<file path="src/sv/shbl_pkg.sv">
// Shared constants, codes and types for the span header bitmap lookup.
package shbl_pkg;

   // Bits held in one bitmap word.
   localparam int SHBL_WORD_BITS = 64;
   localparam int SHBL_BIT_W     = 6;

   // Highest word count the 5-bit write index can reach.
   localparam int SHBL_WRITE_WORDS = 32;

   // Field widths.
   localparam int SHBL_OP_W     = 2;
   localparam int SHBL_WIDX_W   = 5;
   localparam int SHBL_OFFSET_W = 32;
   localparam int SHBL_SPAN_W   = 11;

   // Parameter defaults.
   localparam int SHBL_BITMAP_WORDS = 32;
   localparam int SHBL_PAGE_SHIFT   = 21;

   // Operation codes.
   localparam logic [SHBL_OP_W-1:0] SHBL_OP_WR_HDR = 2'd0;
   localparam logic [SHBL_OP_W-1:0] SHBL_OP_WR_OCC = 2'd1;
   localparam logic [SHBL_OP_W-1:0] SHBL_OP_LOOKUP = 2'd2;

   // Lookup sequencer states.
   typedef enum logic [1:0] {
      SHBL_IDLE,
      SHBL_CHECK,
      SHBL_SCAN
   } shbl_state_type;

   // Outcome of the highest-set-bit search over one word.
   typedef struct packed {
      logic                  found;
      logic [SHBL_BIT_W-1:0] index;
   } shbl_hit_type;

endpackage

</file>
<file path="src/sv/shbl_top_bit.sv">
// Highest-set-bit search over one bitmap word, optionally masked at a page bit.
module shbl_top_bit (
   input  logic [shbl_pkg::SHBL_WORD_BITS-1:0] word,
   input  logic                                use_limit,
   input  logic [shbl_pkg::SHBL_BIT_W-1:0]     limit_bit,
   output shbl_pkg::shbl_hit_type              hit
);
   import shbl_pkg::*;

   logic [SHBL_WORD_BITS-1:0] masked;
   logic [SHBL_WORD_BITS-1:0] limit_mask;

   // Keep bits at or below the limit; bit 63 wraps to an all-ones mask.
   assign limit_mask = (SHBL_WORD_BITS'(2) << limit_bit) - SHBL_WORD_BITS'(1);
   assign masked     = use_limit ? (word & limit_mask) : word;

   // Binary search by halves: six levels, each picks the upper half if it holds a bit.
   always_comb begin
      logic [SHBL_WORD_BITS-1:0] v;
      logic [SHBL_WORD_BITS-1:0] hi;
      logic [SHBL_BIT_W-1:0]     idx;
      v   = masked;
      idx = '0;
      for (int l = SHBL_BIT_W - 1; l >= 0; l--) begin
         hi = v >> (1 << l);
         if ((hi & ((SHBL_WORD_BITS'(1) << (1 << l)) - SHBL_WORD_BITS'(1))) != '0) begin
            idx[l] = 1'b1;
            v      = hi;
         end
      end
      hit.found = |masked;
      hit.index = idx;
   end

endmodule

</file>
<file path="config.mk">
export PLATFORM = sky130hd
export DESIGN_NAME = shbl_top_bit
export DESIGN_NICKNAME = d
export VERILOG_FILES = /design/src/sv/shbl_pkg.sv /design/src/sv/shbl_top_bit.sv
export SDC_FILE = /design/constraint.sdc
export NUM_CORES = 1
export LEC_CHECK = 0
export BUFFER_PORTS_ARGS = -buffer_cell sky130_fd_sc_hd__buf_4
export CAP_MARGIN = 20
export CORE_ASPECT_RATIO = 0.75
export CORE_MARGIN = 2
export CORE_UTILIZATION = 45
export DETAILED_ROUTE_END_ITERATION = 10
export MAX_ROUTING_LAYER = met4
export PLACE_DENSITY = 0.78
export SYNTH_ARGS = -nofsm -noshare
export SYNTH_HDL_FRONTEND = slang
export SYNTH_SLANG_ARGS = --single-unit
</file>
<file path="constraint.sdc">
create_clock -name vclk -period 4.24
set_clock_uncertainty 0.2 [all_clocks]
set_input_delay 0 -clock vclk [all_inputs]
set_output_delay 0 -clock vclk [all_outputs]
set_load 0.02 [all_outputs]
</file>
==> impl_results.md <==
* Seq Cell Count at 0
* Share of post-route cells with drive strength above 1 at 42.2%
* Tightest Pin Transition at 629 ps
* Largest cells by area after synthesis: o21ai_0, nand2_1, a21oi_1, nor2_1, clkbuf_1
* Max Clock Freq at 234 MHz
* GRT Total Usage at 42.9%
* Fin util at 75.5%
* RSZ-0062 raised after global routing: true
* WP data arrival at 4070 ps
* Post-Layout Inst Area at 0.00413 mm2
* Antenna Diode Count at 0
* Via/cell ratio at 6.93
* CP required at 4040 ps
* Sw Share at 54.0%
* Fin nets at 638
* Crit-path cells: buf_6, or4_4, or2_4, ha_4, o211ai_1, o21ai_2, xnor2_2, a221o_1, or4b_4, buf_4, or3b_2, a21oi_2, a311o_1, nand4b_1, a41o_1, o311ai_4, buf_6
* Rel. slew slack at 57.7%
* I/O pin cnt at 78
* CP max-delay cell: or4b_4
* Crit Path Category: in2out
* Net load switching power at 0.000221 W
* Top cell type by total area after synthesis: o21ai_0
* First-pass detailed-route iteration total at 7
* Setup TNS at -26.1 ps
* Core ar. at 0.00547 mm2
* Die Ht at 69.9 um
* Power share of the sequential group at 0%
* Crit path launch: limit_bit[0]
* Drt initial violations at 618
* Worst min path class: in2out
* Max Cap Violations at 0
* Critical path capture point type: primary output
* Number of global-route vias before repair at 4119
* Placed inst area at 0.00397 mm2
* Hold path cells at 6
* Placed Cells at 635
* Yosys warns at 0
* CP startpoint kind: input port
* # clk buffers at 0
* Die X at 91.9 um
* Tmin final at 4270 ps
* Internal Power at 0.000189 W
* Post-synth top area share at 9.03%
* Worst Hold End: hit[6]
* Failing checks: setup timing
* DRT antenna net count at 0
* CP most frequent cell: buf_6
* Port Buffers at 78
* Initial Util at 47.7%
* VDD IR max at 0.0000507 V
* HPWL Detailed at 11200 um
* Post-synthesis cell type count at 73
* Cells after Synth at 423
* CP max FO at 7
* DRC Markers at 0
* Hold Crit Start: word[0]
* CP peak stage delay at 570 ps
* Synthesized cell area at 0.00261 mm2
* DRT Wirelength at 14200 um
* Antenna violations before repair at 0
* Status: finished with violations
* Area growth syn-to-layout at 58.3%
* Combinational power share at 100.0%
* Final setup violation count at 1
* Pre-CTS WS at -126 ps
* Total gr overflow at 0
* Syn_area_per_cell at 6.16 um2
* Sequential cell area at 0 um2
* Pwr Density at 99.3 mW/mm2
* Global-route wire length before repair at 21500 um
* Post-route setup slack at -26.1 ps
* Final count of hold timing violations at 0
* Vias at 4428
* Die area at 0.00642 mm2
* Tcrit/Tclk final at 101%
* Post-Syn Nets at 495
* Row count at 23
* Non-filler cells, final at 639
* Leakage at 1.72 nW
* Largest net degree at the start of global routing at 26
* Post-synthesis sequential area ratio at 0%
* Fin. max-slew vios at 0
* GP Congestion at 1.08
* Wire per inst at 22.2 um
* Clock share of power at 0%
==> per-stage QoR <==
step | total power, W | hold WS [ps]
2_1_floorplan | 0.000197 | 112
5_1_grt | 0.000428 | 328
6_report | 0.000410 | 311
3_3_place_gp | 0.000373 | 306
4_1_cts | 0.000383 | 294
3_5_place_dp | 0.000374 | 290
==> cells by family (layout without fill, tap and decap cells) <==
group / after synthesis / in the layout / synth area share [%]
fa+ha+maj: 2 / 2 / 0.864
simple gates: 175 / 175 / 37.7
compound gates: 179 / 179 / 47.2
buf+inv: 54 / 195 / 9.31
mux: 7 / 7 / 2.88
xor+xnor: 6 / 6 / 2.02
==> routing by layer <==
layer / up-vias / track usage, % / wire length (um)
li1: 1937 / - / -
met1: 1995 / 56.9 / 5620
met2: 430 / 62.6 / 5790
met3: 66 / 14.0 / 2310
met4: 0 / 11.3 / 484
met5: - / - / 0
==> worst max-delay path by stage <==
stage / endpoint / slack (ps) / cells after the start
finish: hit[0] / -30 / 17
floorplan: hit[0] / 2 / 19
detailed placement: hit[0] / -130 / 18
global placement: hit[0] / -130 / 19
global route: hit[0] / -140 / 18
CTS: hit[0] / 4 / 18
==> power by group through the flow <==
stage | combinational (W) | clock [W] | sequential [W]
after global placement | 0.000373 | 0 | 0
after floorplan | 0.000197 | 0 | 0
after CTS | 0.000383 | 0 | 0
after global routing | 0.000428 | 0 | 0
after detailed placement | 0.000374 | 0 | 0
final | 0.000410 | 0 | 0
==> Yosys cell counts, drive strengths merged (5+ instances only) <==
library cell and count:
or3 7, nand4 8, xnor2 6, or2 6, o21a 8, a21o 6, o21ai 50, nor2 33
o31ai 10, inv 14, nand2 35, nand2b 8, a211oi 7, a21oi 25, nor4 8, o211ai 10
and3 8, a31oi 6, a21boi 10, buf 19, and2 5, nand3 15, nor2b 6, o221a 6
nor3 9, clkbuf 21, or4 5
==> layout by cell type, fill, tap and decap left out, drive strengths merged, types with 5 or more instances in the layout <==
cell type and count:
buf 181, o21ai 50, nand2 35, nor2 33, a21oi 25, nand3 15, inv 14, o211ai 10
a21boi 10, o31ai 10, nor3 9, o21a 8, and3 8, nand4 8, nand2b 8, nor4 8
or3 7, a211oi 7, a21o 6, a31oi 6, nor2b 6, o221a 6, xnor2 6, or2 6
and2 5, or4 5
==> cell type report <==
class	instances	area (um2)
multi-input cells	369	2590
repair buffers	181	1390
inverters	14	55.1
fillers	430	1340
well taps	75	93.8
==> timing repair <==
action,in CTS,in global routing
buffers inserted,1,3
hold buffers,0,0
resized for setup,10,19
pin swaps,5,15
cloned,0,0
setup endpoints to repair,3,3
==> worst max-delay path, delay by kind of cell <==
kind / cells / cell delay, ps
AOI/OAI and AO/OA: 7 / 1350
adders and majority gates: 1 / 210
xor gates and xnor gates: 1 / 150
buffers and inverters: 3 / 420
and+or+nand+nor: 5 / 1950
(Power assumes the default switching activity.)
